===== config.mk =====
export PLATFORM = sky130hd
export DESIGN_NAME = multi_timer_compare_overflow_top_flat
export DESIGN_NICKNAME = d
export VERILOG_FILES = /design/src/mtco_pkg.sv /design/src/mtco_if.sv /design/src/mtco_cfg_regs.sv /design/src/mtco_timer_slice.sv /design/src/multi_timer_compare_overflow_top.sv /design/src/flat_wrapper.sv
export SDC_FILE = /design/constraint.sdc
export NUM_CORES = 1
export LEC_CHECK = 0
export BUFFER_PORTS_ARGS = -buffer_cell sky130_fd_sc_hd__buf_2
export CORE_AREA = 2 2 161 163
export DETAILED_ROUTE_END_ITERATION = 7
export DIE_AREA = 0 0 163 165
export GPL_ROUTABILITY_DRIVEN = 0
export PLACE_DENSITY = 0.7
export SYNTH_ARGS = -nofsm -noshare
export SYNTH_HDL_FRONTEND = slang
export SYNTH_SLANG_ARGS = --single-unit

===== constraint.sdc =====
create_clock -name clk -period 5.1 [get_ports clk]
set_input_delay 0 -clock clk [delete_from_list [all_inputs] [get_ports clk]]
set_output_delay 0 -clock clk [all_outputs]
set_load 0.02 [all_outputs]

===== src/mtco_pkg.sv =====
// Package: shared types and constants of the multi-timer compare/overflow block.
`default_nettype none

package mtco_pkg;

	localparam int MAX_TIMERS = 4;
	localparam int CFG_IDX_W  = 3;
	localparam int CFG_DATA_W = 16;
	localparam int CMP_W      = 16;
	localparam int OUT_CNT_W  = 16;
	localparam int SRC_W      = 2;

	// register map
	localparam logic [CFG_IDX_W-1:0] CFG_MODE_BASE = 3'd0;
	localparam logic [CFG_IDX_W-1:0] CFG_CMP_BASE  = 3'd4;

	typedef enum logic [SRC_W-1:0] {
		CLK_BUS    = 2'd0,
		CLK_BUS16  = 2'd1,
		CLK_BUS256 = 2'd2,
		CLK_HBLANK = 2'd3
	} clock_source_t;

	typedef struct packed {
		logic          zero_return;
		logic          ovf_irq;
		logic          cmp_irq;
		logic          enable;
		clock_source_t clk_sel;
	} mode_t;

	localparam int MODE_W = $bits(mode_t);

	typedef struct packed {
		mode_t              mode;
		logic [CMP_W-1:0]   compare;
	} timer_cfg_t;

endpackage

`default_nettype wire


===== src/mtco_if.sv =====
// Interfaces: clock-event channel and result channel.
`default_nettype none

interface mtco_src_if;
	logic                         valid;
	logic                         ready;
	logic [mtco_pkg::SRC_W-1:0]   clock_source;

	modport source (output valid, output clock_source, input ready);
	modport sink   (input valid, input clock_source, output ready);
endinterface

interface mtco_res_if;
	logic                             valid;
	logic                             ready;
	logic [mtco_pkg::MAX_TIMERS-1:0]  irq_status;
	logic [mtco_pkg::OUT_CNT_W-1:0]   count_out0;
	logic [mtco_pkg::OUT_CNT_W-1:0]   count_out1;
	logic [mtco_pkg::OUT_CNT_W-1:0]   count_out2;
	logic [mtco_pkg::OUT_CNT_W-1:0]   count_out3;

	modport source (output valid, output irq_status, output count_out0, output count_out1,
		output count_out2, output count_out3, input ready);
	modport sink   (input valid, input irq_status, input count_out0, input count_out1,
		input count_out2, input count_out3, output ready);
endinterface

`default_nettype wire


===== src/mtco_cfg_regs.sv =====
// Configuration register file: mode and compare per timer.
`default_nettype none

module mtco_cfg_regs #(
	parameter int NUM_TIMERS = 4
) (
	input  wire logic                              clk,
	input  wire logic                              arst_n,
	input  wire logic                              wr_en,
	input  wire logic [mtco_pkg::CFG_IDX_W-1:0]    wr_index,
	input  wire logic [mtco_pkg::CFG_DATA_W-1:0]   wr_data,
	output mtco_pkg::timer_cfg_t                   cfg [NUM_TIMERS]
);

	for (genvar t = 0; t < NUM_TIMERS; t++) begin : g_tmr
		mtco_pkg::mode_t                 mode_q;
		logic [mtco_pkg::CMP_W-1:0]      compare_q;

		always_ff @(posedge clk or negedge arst_n) begin
			if (!arst_n) begin
				mode_q    <= '0;
				compare_q <= '0;
			end else if (wr_en) begin
				if (wr_index == mtco_pkg::CFG_MODE_BASE + mtco_pkg::CFG_IDX_W'(t))
					mode_q <= mtco_pkg::mode_t'(wr_data[mtco_pkg::MODE_W-1:0]);
				if (wr_index == mtco_pkg::CFG_CMP_BASE + mtco_pkg::CFG_IDX_W'(t))
					compare_q <= wr_data[mtco_pkg::CMP_W-1:0];
			end
		end

		assign cfg[t].mode    = mode_q;
		assign cfg[t].compare = compare_q;
	end

endmodule

`default_nettype wire


===== src/mtco_timer_slice.sv =====
// One timer: count and interrupt bit, updated on a matching clock event.
`default_nettype none

module mtco_timer_slice #(
	parameter int COUNT_BITS = 16
) (
	input  wire logic                          clk,
	input  wire logic                          arst_n,
	input  wire logic                          advance,
	input  wire logic [mtco_pkg::SRC_W-1:0]    clock_source,
	input  mtco_pkg::timer_cfg_t               cfg,
	output logic [COUNT_BITS-1:0]              count_nxt,
	output logic                               irq_nxt
);

	localparam int WIDE_W = (COUNT_BITS > mtco_pkg::CMP_W) ? COUNT_BITS : mtco_pkg::CMP_W;

	logic [COUNT_BITS-1:0] count_q;
	logic                  irq_q;
	logic [COUNT_BITS-1:0] inc;
	logic                  hit;
	logic                  wrapped;
	logic                  at_cmp;

	always_comb begin
		hit     = cfg.mode.enable && (cfg.mode.clk_sel == mtco_pkg::clock_source_t'(clock_source));
		inc     = count_q + COUNT_BITS'(1);
		wrapped = (inc == '0);
		at_cmp  = WIDE_W'(inc) >= WIDE_W'(cfg.compare);
		if (hit) begin
			irq_nxt   = (cfg.mode.cmp_irq && at_cmp) || (cfg.mode.ovf_irq && wrapped);
			count_nxt = (cfg.mode.zero_return && at_cmp) ? '0 : inc;
		end else begin
			irq_nxt   = irq_q;
			count_nxt = count_q;
		end
	end

	always_ff @(posedge clk or negedge arst_n) begin
		if (!arst_n) begin
			count_q <= '0;
			irq_q   <= 1'b0;
		end else if (advance) begin
			count_q <= count_nxt;
			irq_q   <= irq_nxt;
		end
	end

endmodule

`default_nettype wire


===== src/multi_timer_compare_overflow_top.sv =====
// Top level of the four-timer compare/overflow block.
//
// Usage:
//   event_ch carries one clock event per transaction (clock_source: bus clock,
//   bus/16, bus/256 or horizontal blank). Every enabled timer whose clock
//   select matches counts once; result_ch returns one transaction per event
//   with the interrupt bits and all timer counts after that event.
//   Configuration is written through cfg_wr_en/cfg_index/cfg_data while idle:
//   indexes 0..3 are timer modes, 4..7 compare values.
// Pipeline:
//   An event is taken into the input register (valid_s1, src_s1); the timer
//   update then loads the counts and interrupt bits into the output register,
//   which drives result_ch.valid. One event is accepted every cycle while
//   result_ch is not stalled; the timer update is a single increment,
//   compare and select per timer between the two registers.
// Reset:
//   arst_n clears counts, interrupt bits, configuration and both valid flags.
// Stall:
//   A held result keeps its payload; one more event is taken into the input
//   register, after which event_ch.ready drops until result_ch.ready returns.
`default_nettype none

module multi_timer_compare_overflow_top #(
	parameter int NUM_TIMERS = 4,
	parameter int COUNT_BITS = 16
) (
	input  wire logic                              clk,
	input  wire logic                              arst_n,
	mtco_src_if.sink                               event_ch,
	mtco_res_if.source                             result_ch,
	input  wire logic                              cfg_wr_en,
	input  wire logic [mtco_pkg::CFG_IDX_W-1:0]    cfg_index,
	input  wire logic [mtco_pkg::CFG_DATA_W-1:0]   cfg_data
);

	mtco_pkg::timer_cfg_t cfg [NUM_TIMERS];

	logic                              valid_s1;
	logic [mtco_pkg::SRC_W-1:0]        src_s1;
	logic                              advance;

	logic                              out_valid_q;
	logic [mtco_pkg::MAX_TIMERS-1:0]   irq_q;
	logic [mtco_pkg::OUT_CNT_W-1:0]    count_q [mtco_pkg::MAX_TIMERS];

	logic [mtco_pkg::MAX_TIMERS-1:0]   irq_nxt;
	logic [mtco_pkg::OUT_CNT_W-1:0]    count_nxt [mtco_pkg::MAX_TIMERS];

	mtco_cfg_regs #(.NUM_TIMERS(NUM_TIMERS)) u_cfg (
		.clk      (clk),
		.arst_n   (arst_n),
		.wr_en    (cfg_wr_en),
		.wr_index (cfg_index),
		.wr_data  (cfg_data),
		.cfg      (cfg)
	);

	assign advance        = valid_s1 && (!out_valid_q || result_ch.ready);
	assign event_ch.ready = !valid_s1 || !out_valid_q || result_ch.ready;

	for (genvar t = 0; t < mtco_pkg::MAX_TIMERS; t++) begin : g_tmr
		if (t < NUM_TIMERS) begin : g_on
			logic [COUNT_BITS-1:0] cnt;
			logic                  irq;

			mtco_timer_slice #(.COUNT_BITS(COUNT_BITS)) u_slice (
				.clk          (clk),
				.arst_n       (arst_n),
				.advance      (advance),
				.clock_source (src_s1),
				.cfg          (cfg[t]),
				.count_nxt    (cnt),
				.irq_nxt      (irq)
			);

			assign count_nxt[t] = mtco_pkg::OUT_CNT_W'(cnt);
			assign irq_nxt[t]   = irq;
		end else begin : g_off
			assign count_nxt[t] = '0;
			assign irq_nxt[t]   = 1'b0;
		end
	end

	always_ff @(posedge clk or negedge arst_n) begin
		if (!arst_n) begin
			valid_s1    <= 1'b0;
			out_valid_q <= 1'b0;
		end else begin
			if (event_ch.ready)
				valid_s1 <= event_ch.valid;
			if (advance)
				out_valid_q <= 1'b1;
			else if (result_ch.ready)
				out_valid_q <= 1'b0;
		end
	end

	always_ff @(posedge clk) begin
		if (event_ch.ready && event_ch.valid)
			src_s1 <= event_ch.clock_source;
		if (advance) begin
			irq_q   <= irq_nxt;
			count_q <= count_nxt;
		end
	end

	assign result_ch.valid      = out_valid_q;
	assign result_ch.irq_status = irq_q;
	assign result_ch.count_out0 = count_q[0];
	assign result_ch.count_out1 = count_q[1];
	assign result_ch.count_out2 = count_q[2];
	assign result_ch.count_out3 = count_q[3];

endmodule

`default_nettype wire


===== src/flat_wrapper.sv =====
// flat-port wrapper written by rule: the top's interface ports become plain ports
module multi_timer_compare_overflow_top_flat 
#(
	parameter int NUM_TIMERS = 4,
	parameter int COUNT_BITS = 16
)
  (clk, arst_n, cfg_wr_en, cfg_index, cfg_data, event_ch_valid, event_ch_clock_source, event_ch_ready, result_ch_valid, result_ch_irq_status, result_ch_count_out0, result_ch_count_out1, result_ch_count_out2, result_ch_count_out3, result_ch_ready);
  mtco_src_if event_ch_i ();
  mtco_res_if result_ch_i ();
  input  wire logic clk;
  input  wire logic arst_n;
  input  wire logic cfg_wr_en;
  input  wire logic [mtco_pkg::CFG_IDX_W-1:0] cfg_index;
  input  wire logic [mtco_pkg::CFG_DATA_W-1:0] cfg_data;
  input wire logic [$bits(event_ch_i.valid)-1:0] event_ch_valid;
  input wire logic [$bits(event_ch_i.clock_source)-1:0] event_ch_clock_source;
  output wire logic [$bits(event_ch_i.ready)-1:0] event_ch_ready;
  output wire logic [$bits(result_ch_i.valid)-1:0] result_ch_valid;
  output wire logic [$bits(result_ch_i.irq_status)-1:0] result_ch_irq_status;
  output wire logic [$bits(result_ch_i.count_out0)-1:0] result_ch_count_out0;
  output wire logic [$bits(result_ch_i.count_out1)-1:0] result_ch_count_out1;
  output wire logic [$bits(result_ch_i.count_out2)-1:0] result_ch_count_out2;
  output wire logic [$bits(result_ch_i.count_out3)-1:0] result_ch_count_out3;
  input wire logic [$bits(result_ch_i.ready)-1:0] result_ch_ready;
  assign event_ch_i.valid = event_ch_valid;
  assign event_ch_i.clock_source = event_ch_clock_source;
  assign event_ch_ready = event_ch_i.ready;
  assign result_ch_valid = result_ch_i.valid;
  assign result_ch_irq_status = result_ch_i.irq_status;
  assign result_ch_count_out0 = result_ch_i.count_out0;
  assign result_ch_count_out1 = result_ch_i.count_out1;
  assign result_ch_count_out2 = result_ch_i.count_out2;
  assign result_ch_count_out3 = result_ch_i.count_out3;
  assign result_ch_i.ready = result_ch_ready;
  multi_timer_compare_overflow_top #(.NUM_TIMERS(NUM_TIMERS), .COUNT_BITS(COUNT_BITS)) u_core (.clk(clk), .arst_n(arst_n), .event_ch(event_ch_i), .result_ch(result_ch_i), .cfg_wr_en(cfg_wr_en), .cfg_index(cfg_index), .cfg_data(cfg_data));
endmodule

---- Word level (Yosys, flattened, before mapping) ----
Index checks and enable logic that the tools add are counted.
word-level totals
  logic and storage cells ................. 114
  register bits after elaboration ......... 228
operators by class
  order comparisons ....................... 4
  muxes and demuxes ....................... 14
  equal/unequal tests ..................... 11
  reductions and logical operators ........ 41
  $add $sub $neg .......................... 4
operators by type and width
  cell                                                  count
  two-way mux 16 bit                                    8
  adder 16 x 1 -> 16 bit (second input constant)        4
  >= comparator 16 bit                                  4
  zero test 16 bit                                      4
  logical AND 1 bit                                     18
  AND reduction 2 bit                                   8
  equality test 3 bit (second input constant)           4
  equality test 2 bit                                   4
  logical OR 1 bit                                      7
  equality test 3 x 2 -> 1 bit (second input constant)  2
  two-way mux 1 bit                                     6
  equality test 3 x 1 -> 1 bit (second input constant)  1
  zero test 3 bit                                       1
  zero test 1 bit                                       2
  nonzero test 2 bit                                    1

---- Longest topological paths before layout ----
Gate-level depths: netlist (run 1).
  depth in word-level cells ............... 5
  gate-level depth with buffers ........... 16
  gate-level depth less buffers ........... 13

---- Cells and area by module ----
Synthesis (run 1) repeated with hierarchy kept, for this count alone.
unflattened totals
  cell total of the unflattened synthesis .. 1193
  area total of the unflattened synthesis .. 13110.1 sq um
modules (own cells, without submodules)
  module                            area an instance (sq um)  cells an instance  times used
  mtco_timer_slice                  1863.0                    230                4
  mtco_cfg_regs                     3452.1                    195                1
  multi_timer_compare_overflow_top  2205.9                    78                 1

---- Least setup slack after synthesis (run 1) ----
No wires, ideal clock.
  kind .................................... reg2reg
  start point ............................. register u_core.g_tmr[3].g_on.u_slice.count_q[2]
  end point ............................... register u_core.count_q, in the netlist u_core.result_ch.count_out3[11], data pin
  arrival time ............................ 3.535 ns
  setup slack ............................. 1.304 ns
  path buffers ............................ 3
  period minus slack after synthesis ...... 3.796 ns
  stages on the path, launching flop included .. 15
  cells stage by stage .................... dfrtp_1 clkbuf_1 nand4_1 or3_1 clkbuf_1 or2_1 xnor2_1 ha_1 nand4_1 or3_1 o32ai_1 o21ai_1 clkbuf_1 and3_1 a221o_1
on the way
  cells in the longest elaborated chain, start to end .. 5
ends and longest elaborated chain
  item                              RTL line                                 source
  start, declared                   mtco_timer_slice.sv:18                   logic [COUNT_BITS-1:0] count_q;
  start signal, assigned            mtco_timer_slice.sv:44                   count_q <= count_nxt;
  adder 16 x 1 -> 16 bit *          mtco_timer_slice.sv:27                   inc = count_q + COUNT_BITS'(1);
  >= comparator 16 bit              mtco_timer_slice.sv:29                   at_cmp = WIDE_W'(inc) >= WIDE_W'(cfg.compare);
  logical AND 1 bit                 mtco_timer_slice.sv:32                   count_nxt = (cfg.mode.zero_return && at_cmp) ? '0 : inc;
  two-way mux 16 bit *              mtco_timer_slice.sv:32
  two-way mux 16 bit *              mtco_timer_slice.sv:30                   if (hit) begin
  via u_core.g_tmr[3].g_on.cnt[11]  multi_timer_compare_overflow_top.sv:63   logic [COUNT_BITS-1:0] cnt;
  end signal, assigned              multi_timer_compare_overflow_top.sv:103  count_q <= count_nxt;
  end, declared                     multi_timer_compare_overflow_top.sv:44   logic [mtco_pkg::OUT_CNT_W-1:0] count_q [mtco_pkg::MAX_TIMERS];
The timed path passes the listed nets; every way through them passes the cells marked *.
A chain may end at the register's enable or synchronous reset.

---- Worst setup path in the final report (run 1) ----
  start point ............................. register u_core.g_tmr[1].g_on.u_slice.count_q[3]
  end point ............................... register u_core.count_q, in the netlist u_core.result_ch.count_out1[0], data pin
on the way
  cells in the longest elaborated chain, start to end .. 5
ends and longest elaborated chain
  item                             RTL line
  start, declared                  mtco_timer_slice.sv:18
  start signal, assigned           mtco_timer_slice.sv:44
  adder 16 x 1 -> 16 bit           mtco_timer_slice.sv:27
  >= comparator 16 bit             mtco_timer_slice.sv:29
  logical AND 1 bit                mtco_timer_slice.sv:32
  two-way mux 16 bit               mtco_timer_slice.sv:32
  two-way mux 16 bit               mtco_timer_slice.sv:30
  via u_core.g_tmr[1].g_on.cnt[0]  multi_timer_compare_overflow_top.sv:63
The timed path passes the listed nets, and every way through them passes these cells.

==> results of run 1 <==
[where the power goes]
group          switching, µW  leakage, µW  internal, µW
Combinational            737      0.00341           531
Clock                    710     0.000405          1110
Sequential               191      0.00260          2170
Total                   1640      0.00641          3810
[worst max-delay path: stages (launching register included)]
cell	delay, ns
dfrtp_1	0.54
nand4_1	0.29
nor4_2	0.59
and3_1	0.26
xnor2_1	0.18
inv_1	0.08
ha_1	0.32
nand4_1	0.12
o211ai_1	0.10
a211oi_1	0.43
a31oi_2	0.39
nor2_1	0.66
mux2_2	0.27
[cell type report]
cell class                 instances  area, µm²
fill                            2165      10400
multi-input combinational        864       6190
inverter                          88        330
timing repair buffer             131        807
clock buffer                      32        662
clock inverter                    13        160
sequential                       228       6060
tap                              330        413
antenna                            1       2.50
[per-stage QoR]
| stage | hold slack, ns | std cells | setup WS [ns] |
|---|---|---|---|
| 2_1_floorplan | -0.296 | 1261 | 1.30 |
| 3_3_place_gp | 0.180 | 1619 | 1.01 |
| 3_5_place_dp | 0.179 | 1619 | 0.831 |
| 4_1_cts | 0.0674 | 1686 | 0.799 |
| 5_1_grt | 0.119 | 1687 | 0.346 |
| 6_report | 0.0900 | 1687 | 0.737 |
[worst min-delay path by stage]
stage	start	depth (start not counted)	end
floorplan	arst_n	0	u_core.g_tmr[0].g_on.u_slice.count_q[0]$_DFFE_PN0P_
global placement	event_ch_clock_source[0]	1	u_core.src_s1[0]$_DFFE_PP_
detailed placement	event_ch_clock_source[0]	1	u_core.src_s1[0]$_DFFE_PP_
CTS	cfg_index[0]	3	u_core.u_cfg.cfg[40]$_DFFE_PN0P_
global route	cfg_index[1]	3	u_core.u_cfg.cfg[87]$_DFFE_PN0P_
finish	cfg_index[0]	3	u_core.u_cfg.cfg[40]$_DFFE_PN0P_
[metal layers]
metal | GRT usage (%) | part of all wire (%) | up-vias
met5 | 0 | 0.024 | -
met4 | 5.35 | 1.7 | 2
met3 | 3.11 | 5.0 | 39
met2 | 36.1 | 48 | 215
met1 | 30.8 | 46 | 4681
li1 | - | - | 4733
[Yosys cell counts (all sizes together), types with 10 or more instances]
| cell | number | area, µm² |
|---|---|---|
| a21oi | 17 | 85.1 |
| nor2 | 50 | 188 |
| nand3 | 36 | 180 |
| nor3 | 19 | 95.1 |
| or3 | 14 | 87.6 |
| inv | 87 | 327 |
| dfrtp | 158 | 3950 |
| o211ai | 17 | 128 |
| and3 | 14 | 87.6 |
| a221o | 21 | 210 |
| buf | 11 | 56.3 |
| nand4 | 28 | 190 |
| nand2 | 151 | 567 |
| nor4 | 10 | 75.1 |
| clkbuf | 70 | 263 |
| a22o | 18 | 158 |
| edfxtp | 70 | 2100 |
| nand2b | 20 | 125 |
| nor2b | 10 | 62.6 |
| ha | 68 | 851 |
| mux2 | 84 | 946 |
| xor2 | 22 | 193 |
| xnor2 | 40 | 350 |
| o21ai | 65 | 325 |
| o31ai | 42 | 315 |
[state kept, by name (all words and copies together), names as in the netlist]
name and flops:
u_core.g_tmr.g_on.u_slice.count_q 64, u_core.result_ch.count_out2 16, u_core.u_cfg.g_tmr.compare_q 64, u_core.valid_s1 1, u_core.u_cfg.cfg 24, u_core.result_ch.irq_status 4, u_core.result_ch.count_out0 16, u_core.result_ch.valid 1
u_core.src_s1 2, u_core.g_tmr.g_on.u_slice.irq_q 4, u_core.result_ch.count_out1 16, u_core.result_ch.count_out3 16
[cells by family (layout without fill, tap and decap cells)]
logic type               count (synthesis)  count (layout)  synth area share [%]
AND/OR/NAND/NOR                        397             397                  15.6
AO/OA/AOI/OAI                          250             250                  14.0
flip-flops                             228             228                  47.0
buffers and inverters                  169             264                  5.04
multiplexers                            87              87                  7.57
adder cells (fa/ha/maj)                 68              68                  6.60
XOR/XNOR                                62              62                  4.21
other                                    0               1                     0
==> impl_metrics.env, run 1 <==
export IMPL_status="finished, final reports clean"
export IMPL_htreeDepth=1
export IMPL_final_cell_mix="158 x dfrtp_1, 151 x nand2_1, 94 x buf_2"
export IMPL_r2r_start="u_core.g_tmr[1].g_on.u_slice.count_q[3]$_DFFE_PN0P_"
export IMPL_endpoint_kind="register"
export IMPL_die_area_um2=26900
export IMPL_path_max_fanout=14
export IMPL_synth_edf_count=70
export IMPL_finalMaxSlewViolations=0
export IMPL_final_common_cell="dfrtp_1"
export IMPL_drive_above_1_share_pct=17.9
export IMPL_reg2reg_slack_ns=0.74
export IMPL_io_buffers=95
export IMPL_skew_ns=0.00786
export IMPL_rows=58
export IMPL_rsz0062_at_grt="no"
export IMPL_wl_per_cell_um=17.2
export IMPL_start_util_pct=51.5
export IMPL_nets=1432
export IMPL_required_ns=5.48
export IMPL_relSlewSlack_pct=30.2
export IMPL_total_power_uw=5450
export IMPL_synth_cell_types=72
export IMPL_setup_viol=0
export IMPL_clk_pin_slew_ns=0.06
export IMPL_p_leak_uw=0.00641
export IMPL_max_cap_violations=0
export IMPL_track_usage_pct=21.9
export IMPL_worstRegToRegCells=12
export IMPL_post_cts_setup_buffers=0
export IMPL_root_buffer="clkbuf_16"
export IMPL_period_minus_slack_ns=4.36
export IMPL_grt_start_max_net_pins=109
export IMPL_ys_warn_count=0
export IMPL_yosys_most_used_dff="dfrtp_1"
export IMPL_vias=9670
export IMPL_crit_path_end="u_core.result_ch.count_out1[0]$_DFFE_PP_"
export IMPL_synthCells=1261
export IMPL_drc=0
export IMPL_synth_seq_area_share_pct=47.0
export IMPL_viasPerCell=5.73
export IMPL_fin_area_um2=14600
export IMPL_mappedNetlistArea_um2=12900
export IMPL_startpoint_type="register"
export IMPL_path_class="reg -> reg"
export IMPL_syn_avg_cell_area_um2=10.2
export IMPL_drtPass1Iterations=5
export IMPL_place_area_um2=13600
export IMPL_grt_pass1_wl_um=47500
export IMPL_die_h_um=165
export IMPL_gr_total_overflow=0
export IMPL_r2r_end="u_core.result_ch.count_out1[0]$_DFFE_PP_"
export IMPL_syn_to_final_growth_pct=13.5
export IMPL_cts_buffers_inserted=25
export IMPL_die_w_um=163
export IMPL_crit_path_start="u_core.g_tmr[1].g_on.u_slice.count_q[3]$_DFFE_PN0P_"
export IMPL_numClockSinks=228
export IMPL_fmax_mhz=229
export IMPL_grt_pass1_vias=9401
export IMPL_critPathArrivalTime_ns=4.75
export IMPL_final_core_util_pct=58.4
export IMPL_clock_latency_ns=0.52
export IMPL_ys_ff_latch=228
export IMPL_cts_path_max_buffers=3
export IMPL_post_cts_resized=0
export IMPL_power_density_nw_per_um2=373
export IMPL_period_share_pct=85.6
export IMPL_worstMarginPinSlew_ns=1.05
export IMPL_syn_num_nets=1355
export IMPL_hpwl_um=20200
export IMPL_cts_hold_buffers=22
export IMPL_routed_wl_um=29000
export IMPL_antenna_found_initial=2
export IMPL_core_um2=25000
export IMPL_ant_nets=0
export IMPL_first_iter_violations=518
export IMPL_ir_worst_vdd_v=0.000225
export IMPL_ios=96
export IMPL_setup_tns_ns=0
export IMPL_finalHoldViolations=0
export IMPL_cts_tree="done"
export IMPL_hold_class="in -> reg"
export IMPL_synthArstFlopShare_pct=69.3
No activity file was read; power rests on OpenSTA's default activity.
==> run 2: changes to the inputs <==
--- a/config.mk
+++ b/config.mk
@@ -6,11 +6,13 @@
 export NUM_CORES = 1
 export LEC_CHECK = 0
 export BUFFER_PORTS_ARGS = -buffer_cell sky130_fd_sc_hd__buf_2
-export CORE_AREA = 2 2 161 163
+export CELL_PAD_IN_SITES_DETAIL_PLACEMENT = 1
+export CELL_PAD_IN_SITES_GLOBAL_PLACEMENT = 1
+export CORE_AREA = 2 2 167 169
 export DETAILED_ROUTE_END_ITERATION = 7
-export DIE_AREA = 0 0 163 165
+export DIE_AREA = 0 0 169 171
 export GPL_ROUTABILITY_DRIVEN = 0
-export PLACE_DENSITY = 0.7
+export PLACE_DENSITY_LB_ADDON = 0.1
 export SYNTH_ARGS = -nofsm -noshare
 export SYNTH_HDL_FRONTEND = slang
 export SYNTH_SLANG_ARGS = --single-unit
==> run 2 against run 1 <==
  * Utilization down 4.6 points
  * Sequential cell count unchanged
  * Power increased by 1.5%
  * Setup slack improved by 0.051 ns
  * Clock power barely moved
  * Final cell count up 1.4%
  * Global-route usage increased by 1.5 points
  * Critical path depth is 2 higher
  * Worst hold slack lost 0.0039 ns
  * First-iteration DRC count shrank 2.7%
  * Register-to-register slack improved by 0.05 ns
  * Critical endpoint is now u_core.result_ch.count_out2[10]$_DFFE_PP_
==> impl_metrics.env, run 2 (synthesis results as in run 1) <==
export IMPL_status="finished, final reports clean"
export IMPL_startpoint_type="register"
export IMPL_max_cap_violations=0
export IMPL_io_buffers=95
export IMPL_endpoint_kind="register"
export IMPL_core_um2=27300
export IMPL_setup_tns_ns=0
export IMPL_critPathArrivalTime_ns=4.59
export IMPL_finalHoldViolations=0
export IMPL_hpwl_um=23600
export IMPL_required_ns=5.38
export IMPL_stdcell_count=1711
export IMPL_power_density_nw_per_um2=376
export IMPL_clk_pin_slew_ns=0.06
export IMPL_gr_total_overflow=0
export IMPL_syn_to_final_growth_pct=14.2
export IMPL_die_area_um2=28900
export IMPL_num_fill_cells=2997
export IMPL_rows=61
export IMPL_max_stage_delay_ns=0.51
export IMPL_cts_buffers_inserted=26
export IMPL_clock_latency_ns=0.53
export IMPL_grt_start_max_net_pins=84
export IMPL_cts_tree="done"
export IMPL_skew_ns=0.00666
export IMPL_post_cts_resized=0
export IMPL_wl_per_cell_um=19.6
export IMPL_drc=0
export IMPL_die_h_um=171
export IMPL_finalMaxSlewViolations=0
export IMPL_nets=1439
export IMPL_start_util_pct=47.2
export IMPL_path_class="reg -> reg"
export IMPL_r2r_end="u_core.result_ch.count_out2[10]$_DFFE_PP_"
export IMPL_viasPerCell=5.74
export IMPL_routed_wl_um=33600
export IMPL_vias=9828
export IMPL_track_usage_pct=23.5
export IMPL_p_leak_uw=0.00645
export IMPL_first_iter_violations=504
export IMPL_ant_nets=0
export IMPL_fmax_mhz=232
export IMPL_htreeDepth=1
export IMPL_whs_ns=0.0861
export IMPL_worstRegToRegCells=14
export IMPL_slowest_stage="dfrtp_1"
export IMPL_rsz0062_at_grt="no"
export IMPL_period_minus_slack_ns=4.31
export IMPL_hold_class="in -> async"
export IMPL_root_buffer="clkbuf_16"
export IMPL_antenna_found_initial=0
export IMPL_reg2reg_slack_ns=0.79
export IMPL_grt_pass1_vias=10100
export IMPL_die_w_um=169
export IMPL_final_cell_mix="158 x dfrtp_1, 151 x nand2_1, 94 x buf_2"
export IMPL_path_max_fanout=27
export IMPL_numClockSinks=228
export IMPL_ios=96
export IMPL_worstMarginPinSlew_ns=1.17
export IMPL_path_cells="ha_1 -> nand3_1 -> nor2_1 -> nand4_1 -> xor2_1 -> inv_1 -> ha_1 -> a41o_1 -> a211oi_1 -> a32o_1 -> nor3b_2 -> buf_4 -> nor2_1 -> a221o_1"
export IMPL_ir_worst_vdd_v=0.000215
export IMPL_setup_viol=0
export IMPL_cts_path_max_buffers=3
export IMPL_r2r_start="u_core.g_tmr[2].g_on.u_slice.count_q[0]$_DFFE_PN0P_"
export IMPL_drtPass1Iterations=5
export IMPL_dp_cells=1641
export IMPL_final_common_cell="dfrtp_1"
export IMPL_grt_pass1_wl_um=54500
export IMPL_period_share_pct=84.5
export IMPL_relSlewSlack_pct=21.6
export IMPL_drive_above_1_share_pct=18.5
-- run 2: cell types whose count changed in the layout (fill, tap and decap cells not counted), sizes merged --
cell      before  now
buf          109  115
bufinv         4    1
clkbuf        32   40
inv           87   86
clkinvlp       0    1
clkinv        10    7
-- run 2: per-layer routing --
| metal | track usage [%] | wire length, µm | vias to the layer above |
|---|---|---|---|
| met5 | 0 | 0 | - |
| li1 | - | - | 4742 |
| met3 | 2.94 | 996 | 44 |
| met2 | 39.5 | 15900 | 142 |
| met1 | 32.3 | 15900 | 4900 |
| met4 | 5.95 | 710 | 0 |
-- run 2: through the flow --
step / total power, µW / setup slack [ns] / area (µm²) / utilization [%]
3_5_place_dp: 3700 / 0.799 / 13600 / 49.9
2_1_floorplan: 3270 / 1.30 / 12900 / -
6_report: 5530 / 0.788 / 14700 / 53.8
4_1_cts: 5590 / 0.795 / 14700 / 53.8
5_1_grt: 5850 / 0.445 / 14700 / 53.8
3_3_place_gp: 3630 / 0.889 / 13600 / 49.9
-- run 2: area by class of cell --
cell class              count  area [µm²]  share of cell area, %
multi-input cells         864        6190                   42.1
flip-flops and latches    228        6060                   41.2
repair buffers            137         852                   5.79
clock buffers              40         785                   5.33
well taps                 346         433                   2.94
inverters                  88         332                   2.25
clock inverters             7        60.1                  0.408
diodes                      1        2.50                 0.0170
-- run 2: report_power, final --
group / leakage, µW / internal, µW / total [µW] / switching [µW]
registers: 0.00260 / 2170 / 2360 / 193
clock network: 0.000413 / 1100 / 1850 / 750
logic: 0.00344 / 544 / 1320 / 775
-- run 2: worst max path at each step --
stage	cells after the start	to	from
after floorplan	14	u_core.result_ch.count_out3[11]$_DFFE_PP_	u_core.g_tmr[3].g_on.u_slice.count_q[2]$_DFFE_PN0P_
after global placement	11	u_core.result_ch.count_out3[4]$_DFFE_PP_	u_core.g_tmr[3].g_on.u_slice.count_q[2]$_DFFE_PN0P_
after detailed placement	14	u_core.result_ch.count_out2[4]$_DFFE_PP_	u_core.g_tmr[2].g_on.u_slice.count_q[0]$_DFFE_PN0P_
after CTS	14	u_core.result_ch.count_out2[10]$_DFFE_PP_	u_core.g_tmr[2].g_on.u_slice.count_q[0]$_DFFE_PN0P_
after global routing	11	u_core.result_ch.count_out3[2]$_DFFE_PP_	u_core.g_tmr[3].g_on.u_slice.count_q[2]$_DFFE_PN0P_
final	14	u_core.result_ch.count_out2[10]$_DFFE_PP_	u_core.g_tmr[2].g_on.u_slice.count_q[0]$_DFFE_PN0P_
-- run 2: critical path: cells and delay by family (launching register included) --
family	cells	cell delay (ns)
AOI/OAI and AO/OA	4	0.87
DFF	1	0.51
buffers and inverters	2	0.44
adders and majority gates	2	0.64
xor gates and xnor gates	1	0.34
and+or+nand+nor	5	1.25
-- run 2: timing repair --
action,4_1_cts,5_1_grt
hold buffers,22,0
buffers inserted,0,0
endpoints found under the hold margin,175,0
